File: config.mk
export PLATFORM = sky130hd
export DESIGN_NAME = pda_fifo
export DESIGN_NICKNAME = d
export VERILOG_FILES = /design/src/rtl/proof_digest_accumulator_defines.svh /design/src/rtl/pda_pkg.sv /design/src/rtl/pda_fifo.sv
export SDC_FILE = /design/constraint.sdc
export NUM_CORES = 1
export LEC_CHECK = 0
export ABC_AREA = 1
export BUFFER_PORTS_ARGS = -buffer_cell sky130_fd_sc_hd__buf_4
export CORE_MARGIN = 2
export CORE_UTILIZATION = 30
export DETAILED_ROUTE_END_ITERATION = 8
export PLACE_DENSITY_LB_ADDON = 0.05
export SKIP_LAST_GASP = 1
export SYNTH_ARGS = -nofsm -noshare
export SYNTH_HDL_FRONTEND = slang
export SYNTH_SLANG_ARGS = --single-unit
File: constraint.sdc
create_clock -name clk_i -period 5 [get_ports clk_i]
set_input_delay 0 -clock clk_i [delete_from_list [all_inputs] [get_ports clk_i]]
set_output_delay 0 -clock clk_i [all_outputs]
set_load 0.02 [all_outputs]
File: src/rtl/proof_digest_accumulator_defines.svh
// ----------------------------------------------------------------------------
// Proof digest accumulator assertion macros
// Concurrent assertion helpers clocked on clk_i and disabled during rst_ni.
// ----------------------------------------------------------------------------
`ifndef PROOF_DIGEST_ACCUMULATOR_DEFINES_SVH
`define PROOF_DIGEST_ACCUMULATOR_DEFINES_SVH

`ifndef SYNTH
// Checks a property on every rising clock edge outside reset.
`define PDA_ASSERT(lbl, prop) \
  lbl: assert property (@(posedge clk_i) disable iff (!rst_ni) prop) \
    else $error("proof digest accumulator: property failed");
// Checks that a condition never holds on any rising clock edge outside reset.
`define PDA_ASSERT_NEVER(lbl, cond) \
  `PDA_ASSERT(lbl, !(cond))
`else
`define PDA_ASSERT(lbl, prop)
`define PDA_ASSERT_NEVER(lbl, cond)
`endif

`endif

File: src/rtl/pda_pkg.sv
// ----------------------------------------------------------------------------
// Proof digest accumulator package
// Shared types, register indexes and mixing constants.
// ----------------------------------------------------------------------------
package pda_pkg;

  // Item operation codes as they arrive on the opcode port.
  typedef enum logic [1:0] {
    OP_FEED   = 2'd0,
    OP_WINDOW = 2'd1,
    OP_FINISH = 2'd2
  } opcode_e;

  // Configuration register indexes.
  localparam int unsigned CFG_IDX_W = 3;
  localparam logic [CFG_IDX_W-1:0] REG_SEED      = 3'd0;
  localparam logic [CFG_IDX_W-1:0] REG_EXPECTED  = 3'd1;
  localparam logic [CFG_IDX_W-1:0] REG_REQUIRED  = 3'd2;
  localparam logic [CFG_IDX_W-1:0] REG_NOT_BEFORE = 3'd3;
  localparam logic [CFG_IDX_W-1:0] REG_NOT_AFTER = 3'd4;

  // Mixer constants.
  localparam logic [63:0] MIX_MUL1   = 64'hBF58476D1CE4E5B9;
  localparam logic [63:0] MIX_MUL2   = 64'h94D049BB133111EB;
  localparam logic [63:0] FEED_SALT  = 64'h2D358DCCAA6C78A5;
  localparam logic [63:0] WIN_IN     = 64'h7C2F9A13E5D084B6;
  localparam logic [63:0] WIN_OUT    = 64'hE19B4D7608C35AF1;
  localparam logic [63:0] WIN_SALT   = 64'h4A2F81D95C76B3E0;
  localparam logic [63:0] MISS_TAG   = 64'hD6E8FEB86659FD93;
  localparam logic [63:0] MISS_SALT  = 64'hE7037ED1A0B428DB;
  localparam logic [63:0] WINDOW_BIT = 64'h0000000000000004;

  // Queue between the front and the back.
  localparam int unsigned QUEUE_DEPTH = 2;
  localparam int unsigned QPTR_W = (QUEUE_DEPTH > 1) ? $clog2(QUEUE_DEPTH) : 1;
  localparam int unsigned QCNT_W = $clog2(QUEUE_DEPTH + 1);

  // One configuration write as seen by the modules that own registers.
  typedef struct packed {
    logic                 valid;
    logic [CFG_IDX_W-1:0] index;
    logic [63:0]          data;
  } cfg_wr_t;

  // One classified word on its way from the front to the back.
  typedef struct packed {
    opcode_e     kind;
    logic [63:0] domain;
    logic [7:0]  data_byte;
    logic        last;
    logic        in_window;
  } pda_item_t;

  // Request to the mixer.
  typedef struct packed {
    logic        start;
    logic [63:0] x;
    logic [63:0] salt;
  } mix_req_t;

  // Status and result from the mixer.
  typedef struct packed {
    logic        busy;
    logic        done;
    logic [63:0] result;
  } mix_rsp_t;

endpackage

File: src/rtl/pda_fifo.sv
// ----------------------------------------------------------------------------
// Proof digest accumulator item queue
// Short register queue that decouples the front from the back.
// ----------------------------------------------------------------------------
module pda_fifo import pda_pkg::*; (
  input  logic      clk_i,
  input  logic      rst_ni,
  input  logic      push_i,
  input  pda_item_t wdata_i,
  input  logic      pop_i,
  output logic      full_o,
  output logic      empty_o,
  output pda_item_t rdata_o
);

  pda_item_t          mem_q [QUEUE_DEPTH];
  logic [QPTR_W-1:0]  wr_ptr_q, wr_ptr_d;
  logic [QPTR_W-1:0]  rd_ptr_q, rd_ptr_d;
  logic [QCNT_W-1:0]  cnt_q, cnt_d;
  logic               do_push, do_pop;

  assign full_o  = (cnt_q == QCNT_W'(QUEUE_DEPTH));
  assign empty_o = (cnt_q == '0);
  assign rdata_o = mem_q[rd_ptr_q];

  assign do_push = push_i && !full_o;
  assign do_pop  = pop_i && !empty_o;

  always_comb begin
    wr_ptr_d = wr_ptr_q;
    rd_ptr_d = rd_ptr_q;
    cnt_d    = cnt_q;
    if (do_push) begin
      wr_ptr_d = (wr_ptr_q == QPTR_W'(QUEUE_DEPTH - 1)) ? '0 : wr_ptr_q + 1'b1;
    end
    if (do_pop) begin
      rd_ptr_d = (rd_ptr_q == QPTR_W'(QUEUE_DEPTH - 1)) ? '0 : rd_ptr_q + 1'b1;
    end
    if (do_push && !do_pop) begin
      cnt_d = cnt_q + 1'b1;
    end else if (do_pop && !do_push) begin
      cnt_d = cnt_q - 1'b1;
    end
  end

  always_ff @(posedge clk_i or negedge rst_ni) begin
    if (!rst_ni) begin
      wr_ptr_q <= '0;
      rd_ptr_q <= '0;
      cnt_q    <= '0;
    end else begin
      wr_ptr_q <= wr_ptr_d;
      rd_ptr_q <= rd_ptr_d;
      cnt_q    <= cnt_d;
    end
  end

  always_ff @(posedge clk_i) begin
    if (do_push) begin
      mem_q[wr_ptr_q] <= wdata_i;
    end
  end

endmodule

### After elaboration in Yosys (flattened, before gate mapping)

Memory sizes are Yosys's and may differ from the RTL's.
Cells that the tools add are included.

| word-level totals | value |
|---|---|
| register bits | 4 |
| RAM bits | 152 |
| bits of input ports | 80 |
| output and inout bits | 78 |
| logic and storage cells | 25 |
| memories kept | 1 |

| cells by class | value |
|---|---|
| add/subtract/negate cells | 4 |
| equality and inequality tests | 1 |
| muxes and demuxes | 6 |
| reductions and logical operators | 10 |

Memories:

| name | words | bits a word | rd ports | clocked after memory_dff | wr ports | RTL line | text |
|---|---|---|---|---|---|---|---|
| mem_q | 2 | 76 | 1 | 0 | 1 | pda_fifo.sv:16 | `pda_item_t mem_q [QUEUE_DEPTH];` |

Operator list:

| operator | number |
|---|---|
| $logic_and A1 B1 Y1 | 4 |
| $logic_not A1 Y1 | 4 |
| $mux W1 | 4 |
| $mux W2 | 2 |
| $add A1 B1 Y1 const B | 2 |
| $add A2 B1 Y2 const B | 1 |
| $eq A2 B2 Y1 const B | 1 |
| $logic_not A2 Y1 | 1 |
| $reduce_bool A2 Y1 | 1 |
| $sub A2 B1 Y2 const B | 1 |

### Depth between registers and ports, before layout

Gate-level depths: netlist of run 1.

| depth | value |
|---|---|
| depth after elaboration | 7 |
| depth in mapped cells | 9 |
| mapped depth without buffers | 9 |

### Worst setup path after synthesis of run 1

Ideal clock, no wire load.

| path | value |
|---|---|
| path kind | register -> register |
| from | register cnt_q[1] |
| to | memory mem_q[1][0] (netlist bit) (enable) |
| setup time | 511 ps |
| arrival | 3739 ps |
| required time | 4489 ps |
| path slack | 750 ps |
| cell stages (with the launch flop) | 4 |
| buffers on the path | 0 |
| period minus slack after synthesis | 4250 ps |
| cell sequence | dfrtp_1 > inv_1 > o21ai_0 > nor2_1 |

| on the way | value |
|---|---|
| longest elaborated chain between the ends | 5 |

RTL lines:

| item | RTL line | text |
|---|---|---|
| start, declared | pda_fifo.sv:19 | `logic [QCNT_W-1:0] cnt_q, cnt_d;` |
| start signal, assigned | pda_fifo.sv:54 | `cnt_q <= cnt_d;` |
| $eq A2 B2 Y1 | pda_fifo.sv:22 | `assign full_o = (cnt_q == QCNT_W'(QUEUE_DEPTH));` |
| $logic_not A1 Y1 | pda_fifo.sv:26 | `assign do_push = push_i && !full_o;` |
| $logic_and A1 B1 Y1 | pda_fifo.sv:26 |  |
| $mux W1 | pda_fifo.sv:59 | `if (do_push) begin` |
| $mux W1 (implied by the code) | pda_fifo.sv:60 | `mem_q[wr_ptr_q] <= wdata_i;` |
| end, declared | pda_fifo.sv:16 |  |

Every way passes these cells.

### Worst setup path after layout of run 1

| path | value |
|---|---|
| from | register cnt_q[0] |
| to | memory mem_q[0][26] (netlist bit) (enable) |

| on the way | value |
|---|---|
| longest elaborated chain between the ends | 5 |

RTL lines:

| item | RTL line | text |
|---|---|---|
| $eq A2 B2 Y1 | pda_fifo.sv:22 |  |
| $logic_not A1 Y1 | pda_fifo.sv:26 |  |
| $logic_and A1 B1 Y1 | pda_fifo.sv:26 |  |
| named net do_push | pda_fifo.sv:20 | `logic do_push, do_pop;` |
| $mux W1 | pda_fifo.sv:59 |  |
| $mux W1 (implied by the code) | pda_fifo.sv:60 |  |

The timed path passes the listed nets, and every way through them passes these cells.

==> flow_summary.rst, run 1 <==
.. list-table::
   :header-rows: 1

   * - Metric
     - Value
   * - Result of the run
     - completed
   * - Ys async rst share
     - 0.0256
   * - Depth of the CTS H-tree
     - 4
   * - Buffer type at the clock tree root
     - sky130_fd_sc_hd__clkbuf_16
   * - CTS tree
     - yes
   * - Number of top-level pins
     - around 160
   * - Setup repair after global routing missed its margin
     - no
   * - Netlist area before placement
     - roughly 0.0058 mm2
   * - Detailed-placement wirelength estimate
     - between 7000 and 8000 um
   * - Core Region
     - around 0.019 mm2
   * - Worst VDD drop
     - roughly 0.27 mV
   * - Average via count per standard cell
     - ~4.2
   * - Max-slew violations
     - 0
   * - Critical path peak fanout
     - 46
   * - Max frequency
     - ~420 MHz
   * - Worst path required time
     - between 5 and 6 ns
   * - Full die area
     - about 0.020 mm2
   * - Global-route wire length before repair
     - 20,000 um
   * - Cell with the most instances after synthesis
     - sky130_fd_sc_hd__nand2_1
   * - Proportion of netlist area held by the largest area contributor
     - 0.790
   * - Antenna violations before repair
     - 0
   * - Most common flop cell mapped by yosys
     - sky130_fd_sc_hd__edfxtp_1
   * - Wire per inst
     - around 14 um
   * - Per-instance average area after synthesis
     - between 10 and 15 um2
   * - Post-synth net total
     - approximately 500
   * - Clock-pin slew reported for the worst setup and hold paths after clock tree synthesis
     - 0.06 ns
   * - Count of state elements after synthesis
     - around 160
   * - Fraction of layout cells with a size suffix above 1
     - 0.285
   * - Total Wirelength
     - 12,900 um
   * - Count of synthesis-stage warnings from yosys
     - 0
   * - Antenna cell count
     - 0
   * - Cells after synthesis
     - between 400 and 500
   * - Number of different library cells in the post-synthesis netlist
     - 15
   * - Final total negative setup slack
     - 0 ns
   * - Sink Count
     - approximately 160
   * - Number of nets in the layout
     - between 700 and 800
   * - Min Tclk post-route
     - roughly 2.4 ns
   * - Seq/Total Area, Yosys
     - 0.808
   * - Arrival time of the worst setup path
     - around 2.5 ns
   * - Maximum number of pins on one net before global-route repair
     - 78
   * - Chip Width
     - 143 um
   * - Layout-stage area growth over the synthesis result
     - 49.3%
   * - Initial Utilization
     - 0.308
   * - Reg-to-Reg Start
     - cnt_q[0]
   * - Hold Path Class
     - input port to register
   * - Post-DRT Antenna Nets
     - 0
   * - Crit end category
     - register
   * - EDFF count, synth
     - around 150
   * - Critical path start-end classification
     - register to register
   * - Normalized max-slew margin
     - 0.221
   * - Origin of the worst min-delay path
     - wdata_i[35]
   * - Hold violation count in the final report
     - 0
   * - Worst clock skew
     - just over 0.008 ns
   * - Number of optimization iterations in the first detailed-route pass
     - 4
   * - Timing startpoint of the critical path
     - cnt_q[0]
   * - Longest Clk Path Bufs
     - 2
   * - Number of placed instances, taps included
     - between 800 and 900
   * - Power Density
     - between 500 and 600 mW/mm2
   * - Port Buffers
     - about 160
   * - All-layer global routing usage
     - 0.132
   * - Ranking of synthesized cells by instance count
     - sky130_fd_sc_hd__nand2_1 (237), sky130_fd_sc_hd__edfxtp_1 (152), sky130_fd_sc_hd__buf_2 (9)
   * - Routability cong.
     - slightly below 0.7
   * - Worst setup SP type
     - register
   * - Total CTS buffers
     - 17
   * - Number of violations of the max-capacitance limit
     - 0
   * - Pleak
     - roughly 3.6 nW
   * - Die height
     - between 100 and 150 um
   * - Share of the cycle needed by the critical path after routing
     - 0.478
   * - Post-synthesis cell type with the largest combined area
     - sky130_fd_sc_hd__edfxtp_1
   * - Drc violations
     - 0
   * - DRT iter0 DRCs
     - around 170
   * - Remaining global-route overflow
     - 0
   * - Biggest area contributors in the synthesized netlist
     - sky130_fd_sc_hd__edfxtp_1 (79%), sky130_fd_sc_hd__nand2_1 (15%), sky130_fd_sc_hd__dfrtp_1 (1.7%), sky130_fd_sc_hd__buf_6 (0.97%), sky130_fd_sc_hd__buf_2 (0.78%)
   * - Clock insertion delay at the later pin of the skew report
     - approximately 0.42 ns
   * - Filler-free cell count of the finished design
     - ~920
   * - Finish-stage setup viols
     - 0
   * - Total number of vias
     - roughly 3,800
   * - Std cell rows
     - 50
   * - Vias in the first global route
     - 3,955
   * - Setup slack, reg-to-reg
     - 2.61 ns
   * - Worst Tran Pin Value
     - 1.17 ns
[report_power, final]
group / switching [mW] / internal, mW
clock network: 0.505 / 0.887
registers: 0.0678 / 1.79
logic: 1.21 / 0.666
[final timing paths]
kind	to	cells after the start
worst max register to register	mem_q[0][26]	5
worst min-delay path	mem_q[0][35]	2
max in group asynchronous	rd_ptr_q	3
worst min register to register	wr_ptr_q	2
worst max-delay path	mem_q[0][26]	5
min in group asynchronous	rd_ptr_q	3
[cells by family (layout without fill, tap and decap cells)]
group                      after synthesis  after routing  synth area share
and+or+nand+nor                        244            244             0.160
adders and majority gates                1              1           0.00217
AOI/OAI and AO/OA                        2              2           0.00173
buffers and inverters                   25            281            0.0271
xor gates and xnor gates                 1              1           0.00152
DFF                                    156            156             0.808
[worst max-delay path: stages, from the launching register on]
cell,delay [ns]
sky130_fd_sc_hd__dfrtp_1,0.45
sky130_fd_sc_hd__nor2_1,0.18
sky130_fd_sc_hd__nor2_1,0.09
sky130_fd_sc_hd__nand2_1,0.10
sky130_fd_sc_hd__clkinv_2,0.68
sky130_fd_sc_hd__buf_4,0.57
[metrics by stage]
step	area, um2	setup slack [ns]	hold WS [ns]	util	power (mW)
2_1_floorplan	5780	0.750	-0.296	-	2.98
3_3_place_gp	7180	2.55	-0.197	0.382	3.74
3_5_place_dp	7180	2.52	-0.198	0.382	3.76
4_1_cts	8620	2.51	0.283	0.460	5.22
5_1_grt	8620	2.36	0.287	0.460	5.43
6_report	8620	2.61	0.301	0.460	5.12
[cell type report]
cell class                      instances  area, um2
Fill cell                            1766      10100
Sequential cell                       156       4670
Timing Repair Buffer                  241       2020
Multi-Input combinational cell        248        962
Clock buffer                           18        429
Tap cell                              234        293
Clock inverter                         14        219
Inverter                                8       33.8
[registers in the layout, summed over array words and instances, names as in the netlist]
signal    flops
wr_ptr_q      1
rd_ptr_q      1
cnt_q         2
mem_q       152
[cell usage in the layout (no fill, tap or decap), types with 2 or more instances in the layout]
cell / count
sky130_fd_sc_hd__buf_4: 160
sky130_fd_sc_hd__bufinv_16: 5
sky130_fd_sc_hd__clkbuf_16: 17
sky130_fd_sc_hd__clkinv_4: 3
sky130_fd_sc_hd__clkinvlp_4: 4
sky130_fd_sc_hd__dfrtp_1: 3
sky130_fd_sc_hd__dlygate4sd3_1: 80
sky130_fd_sc_hd__edfxtp_1: 152
sky130_fd_sc_hd__inv_1: 6
sky130_fd_sc_hd__nand2_1: 237
sky130_fd_sc_hd__nor2_1: 3
sky130_fd_sc_hd__o21ai_0: 2
[routing by layer]
metal	vias up	global-route usage	part of all wire
met5	-	0	0
met1	1784	0.152	0.42
met3	5	0.0469	0.057
li1	1930	-	-
met2	109	0.227	0.51
met4	0	0.0443	0.0081
[what timing repair did]
item / in CTS / in global routing
hold endpoints to repair: 158 / 0
resized for setup: 0 / 0
hold buffers: 80 / 0
setup buffers: 0 / 0
(Power assumes the default switching activity.)
==> run 2: changes to the inputs <==
clock period = 2.2 ns   (was 5 ns; I/O delays follow)
==> flow_summary.rst, run 2 (synthesis gave the netlist of run 1 again) <==
.. list-table::
   :header-rows: 1

   * - Metric
     - Value
   * - Result of the run
     - completed (unchanged)
   * - Std cell rows
     - 50 (unchanged)
   * - Net switching share of the total power
     - 0.350 (was 0.348)
   * - Worst setup SP type
     - register (unchanged)
   * - CTS tree
     - yes (unchanged)
   * - Number of optimization iterations in the first detailed-route pass
     - 4 (unchanged)
   * - Most common cell after layout, fill and taps aside
     - sky130_fd_sc_hd__nand2_1 (unchanged)
   * - Average via count per standard cell
     - 4.20 (was 4.17)
   * - Crit end category
     - output port (was register)
   * - Part of the total power dissipated in combinational logic
     - 0.372 (was 0.366)
   * - Timing startpoint of the critical path
     - rd_ptr_q (was cnt_q[0])
   * - Number of nets in the layout
     - 757 (was 753)
   * - Post-route design area
     - 0.00871 mm2 (was 0.00862 mm2)
   * - Layout-stage area growth over the synthesis result
     - 50.7% (was 49.3%)
   * - Reg-to-Reg Start
     - cnt_q[1] (was cnt_q[0])
   * - Worst clock skew
     - 0.00653 ns (was 0.00810 ns)
   * - All-layer global routing usage
     - 0.136 (was 0.132)
   * - Max-slew violations
     - 0 (unchanged)
   * - Vias in the first global route
     - 3,924 (was 3,955)
   * - Flop pwr share
     - 0.357 (was 0.362)
   * - Critical path peak fanout
     - 77 (was 46)
   * - Depth of the CTS H-tree
     - 4 (unchanged)
   * - Worst path cell trace
     - buf_4 > nand2_1 > nand2_1 > buf_4 (was nor2_1 > nor2_1 > nand2_1 > clkinv_2 > buf_4)
   * - Global-route wire length before repair
     - 20,700 um (was 20,000 um)
   * - Hold Path Class
     - input port to register (unchanged)
   * - Arrival time of the worst setup path
     - 1.94 ns (was 2.51 ns)
   * - Total Wirelength
     - 13,300 um (was 12,900 um)
   * - Power share of the clock group
     - 0.271 (was 0.272)
   * - Switching power
     - 4.12 mW (was 1.78 mW)
   * - Fraction of the core area covered by cells at the end of the flow
     - 0.464 (was 0.460)
   * - Hold violation count in the final report
     - 0 (unchanged)
   * - Number of cells upsized or downsized after cts
     - 0 (unchanged)
   * - Fraction of layout cells with a size suffix above 1
     - 0.296 (was 0.285)
   * - Number of flip-flops under the largest register name
     - 152 (unchanged)
   * - Placed standard-cell area
     - 0.00726 mm2 (was 0.00718 mm2)
   * - Clock-pin slew reported for the worst setup and hold paths after clock tree synthesis
     - 0.06 ns (about the same)
   * - Routability cong.
     - 0.664 (was 0.686)
   * - Max stage delay cell, worst path
     - sky130_fd_sc_hd__buf_4 (was sky130_fd_sc_hd__clkinv_2)
   * - Origin of the worst min-delay path
     - wdata_i[37] (was wdata_i[35])
   * - Biggest cell delay along the critical path
     - 0.71 ns (was 0.68 ns)
   * - Remaining global-route overflow
     - 0 (unchanged)
   * - Port Buffers
     - 157 (unchanged)
   * - Wire per inst
     - 14.4 um (was 14.0 um)
   * - Maximum number of pins on one net before global-route repair
     - 78 (unchanged)
   * - Initial Utilization
     - 0.308 (unchanged)
   * - Post-DRT Antenna Nets
     - 0 (unchanged)
   * - Antenna cell count
     - 0 (unchanged)
   * - Buffer type at the clock tree root
     - sky130_fd_sc_hd__clkbuf_16 (unchanged)
   * - Internal power consumption
     - 7.68 mW (was 3.34 mW)
   * - Sink Count
     - 156 (unchanged)
   * - DRT iter0 DRCs
     - 124 (was 174)
   * - Die height
     - 143 um (unchanged)
   * - Worst path required time
     - 2.20 ns (was 5.12 ns)
   * - Drc violations
     - 0 (unchanged)
   * - Pleak
     - 3.67 nW (was 3.64 nW)
   * - Largest register by flop count
     - mem_q (unchanged)
   * - Setup repair after global routing missed its margin
     - no (unchanged)
   * - Normalized max-slew margin
     - 0.392 (was 0.221)
   * - Worst Tran Pin Value
     - 0.913 ns (was 1.17 ns)
   * - Cell depth of the worst flop-to-flop path
     - 6 (was 5)
   * - Total CTS buffers
     - 17 (unchanged)
   * - Total number of vias
     - 3,872 (was 3,828)
   * - Most frequent cells in the layout
     - sky130_fd_sc_hd__nand2_1 (236), sky130_fd_sc_hd__buf_4 (161), sky130_fd_sc_hd__edfxtp_1 (152) (was sky130_fd_sc_hd__nand2_1 (237), sky130_fd_sc_hd__buf_4 (160), sky130_fd_sc_hd__edfxtp_1 (152))
   * - Power Density
     - 1360 mW/mm2 (was 594 mW/mm2)
   * - Final total negative setup slack
     - 0 ns (unchanged)
   * - Worst setup endpoint
     - rdata_o[73] (was mem_q[0][26])
   * - Share of the cycle needed by the critical path after routing
     - 0.881
   * - Antenna violations before repair
     - 0 (unchanged)
   * - Core Region
     - 0.0188 mm2 (unchanged)
   * - Critical path start-end classification
     - register to output port (was register to register)
   * - Capturing point of the worst reg2reg path
     - mem_q[0][74] (was mem_q[0][26])
   * - Fill cells
     - 1,727 (was 1,766)
   * - Chip Width
     - 143 um (unchanged)
   * - Min Tclk post-route
     - slightly below 2 ns
   * - Detailed-placement wirelength estimate
     - 7970 um (was 7640 um)
   * - Number of top-level pins
     - 158 (unchanged)
   * - Clock insertion delay at the later pin of the skew report
     - 0.42 ns (about the same)
   * - Max frequency
     - about 520 MHz
   * - Finish-stage setup viols
     - 0 (unchanged)
   * - Setup slack, reg-to-reg
     - 0.69 ns (was 2.61 ns)
   * - Number of violations of the max-capacitance limit
     - 0 (unchanged)
   * - Full die area
     - 0.0204 mm2 (unchanged)
   * - Registers with the most flip-flops
     - mem_q x152, cnt_q x2 (unchanged)
   * - Longest Clk Path Bufs
     - 2 (unchanged)
   * - Worst VDD drop
     - 0.597 mV (was 0.266 mV)
run 2: cell count changes in the layout (fill, tap and decap cells not counted), sizes merged:
cell    before  now
buf        161  165
clkbuf      18   17
inv          8    9
run 2: how the worst min path moves through the flow:
| stage | to | slack, ns | cells after the start |
|---|---|---|---|
| after floorplan | cnt_q[0] | -0.30 | 0 |
| after global placement | wr_ptr_q | -0.20 | 1 |
| after detailed placement | wr_ptr_q | -0.20 | 1 |
| after CTS | mem_q[1][37] | 0.28 | 2 |
| after global routing | mem_q[0][46] | 0.29 | 2 |
| final | mem_q[1][37] | 0.30 | 2 |
run 2: layout make-up:
cell class,count,area [um2],share of cell area
Sequential cell,156,4670,0.536
Timing Repair Buffer,245,2090,0.240
Multi-Input combinational cell,248,975,0.112
Clock buffer,17,425,0.0489
Tap cell,234,293,0.0336
Clock inverter,15,220,0.0253
Inverter,8,36.3,0.00417
run 2: per-layer routing:
metal	routed length [um]	share of wire	GRT usage	up-vias
met5	0	0	0	-
met4	199	0.015	0.0573	0
met3	565	0.042	0.0376	16
met2	6740	0.51	0.234	94
met1	5820	0.44	0.161	1826
li1	-	-	-	1936
run 2: worst max-delay path, delay by kind of cell, from the launching register on:
family / cells / cell delay [ns]
buffers and inverters: 2 / 0.86
flip-flops: 1 / 0.38
AND/OR/NAND/NOR: 2 / 0.24
run 2: power groups by stage:
stage               sequential, mW  combinational, mW  clock, mW
finish                        4.22               4.38       3.20
global route                  4.28               4.82       3.38
CTS                           4.22               4.51       3.28
detailed placement            4.28               4.39          0
global placement              4.27               4.38          0
floorplan                     4.26               2.51          0
run 2: what timing repair did:
action                                 CTS  global route
endpoints found under the hold margin  158             0
hold buffers                            80             0
buffers inserted                         0             0
run 2: stage by stage:
step | total power [mW] | hold slack (ns) | cells | setup WS [ns]
final | 11.8 | 0.300 | 923 | 0.261
after global routing | 12.5 | 0.286 | 923 | 0.0594
after CTS | 12.0 | 0.278 | 923 | 0.205
after detailed placement | 8.67 | -0.199 | 811 | 0.667
after global placement | 8.65 | -0.198 | 811 | 0.676
after floorplan | 6.77 | -0.296 | 429 | -0.0474
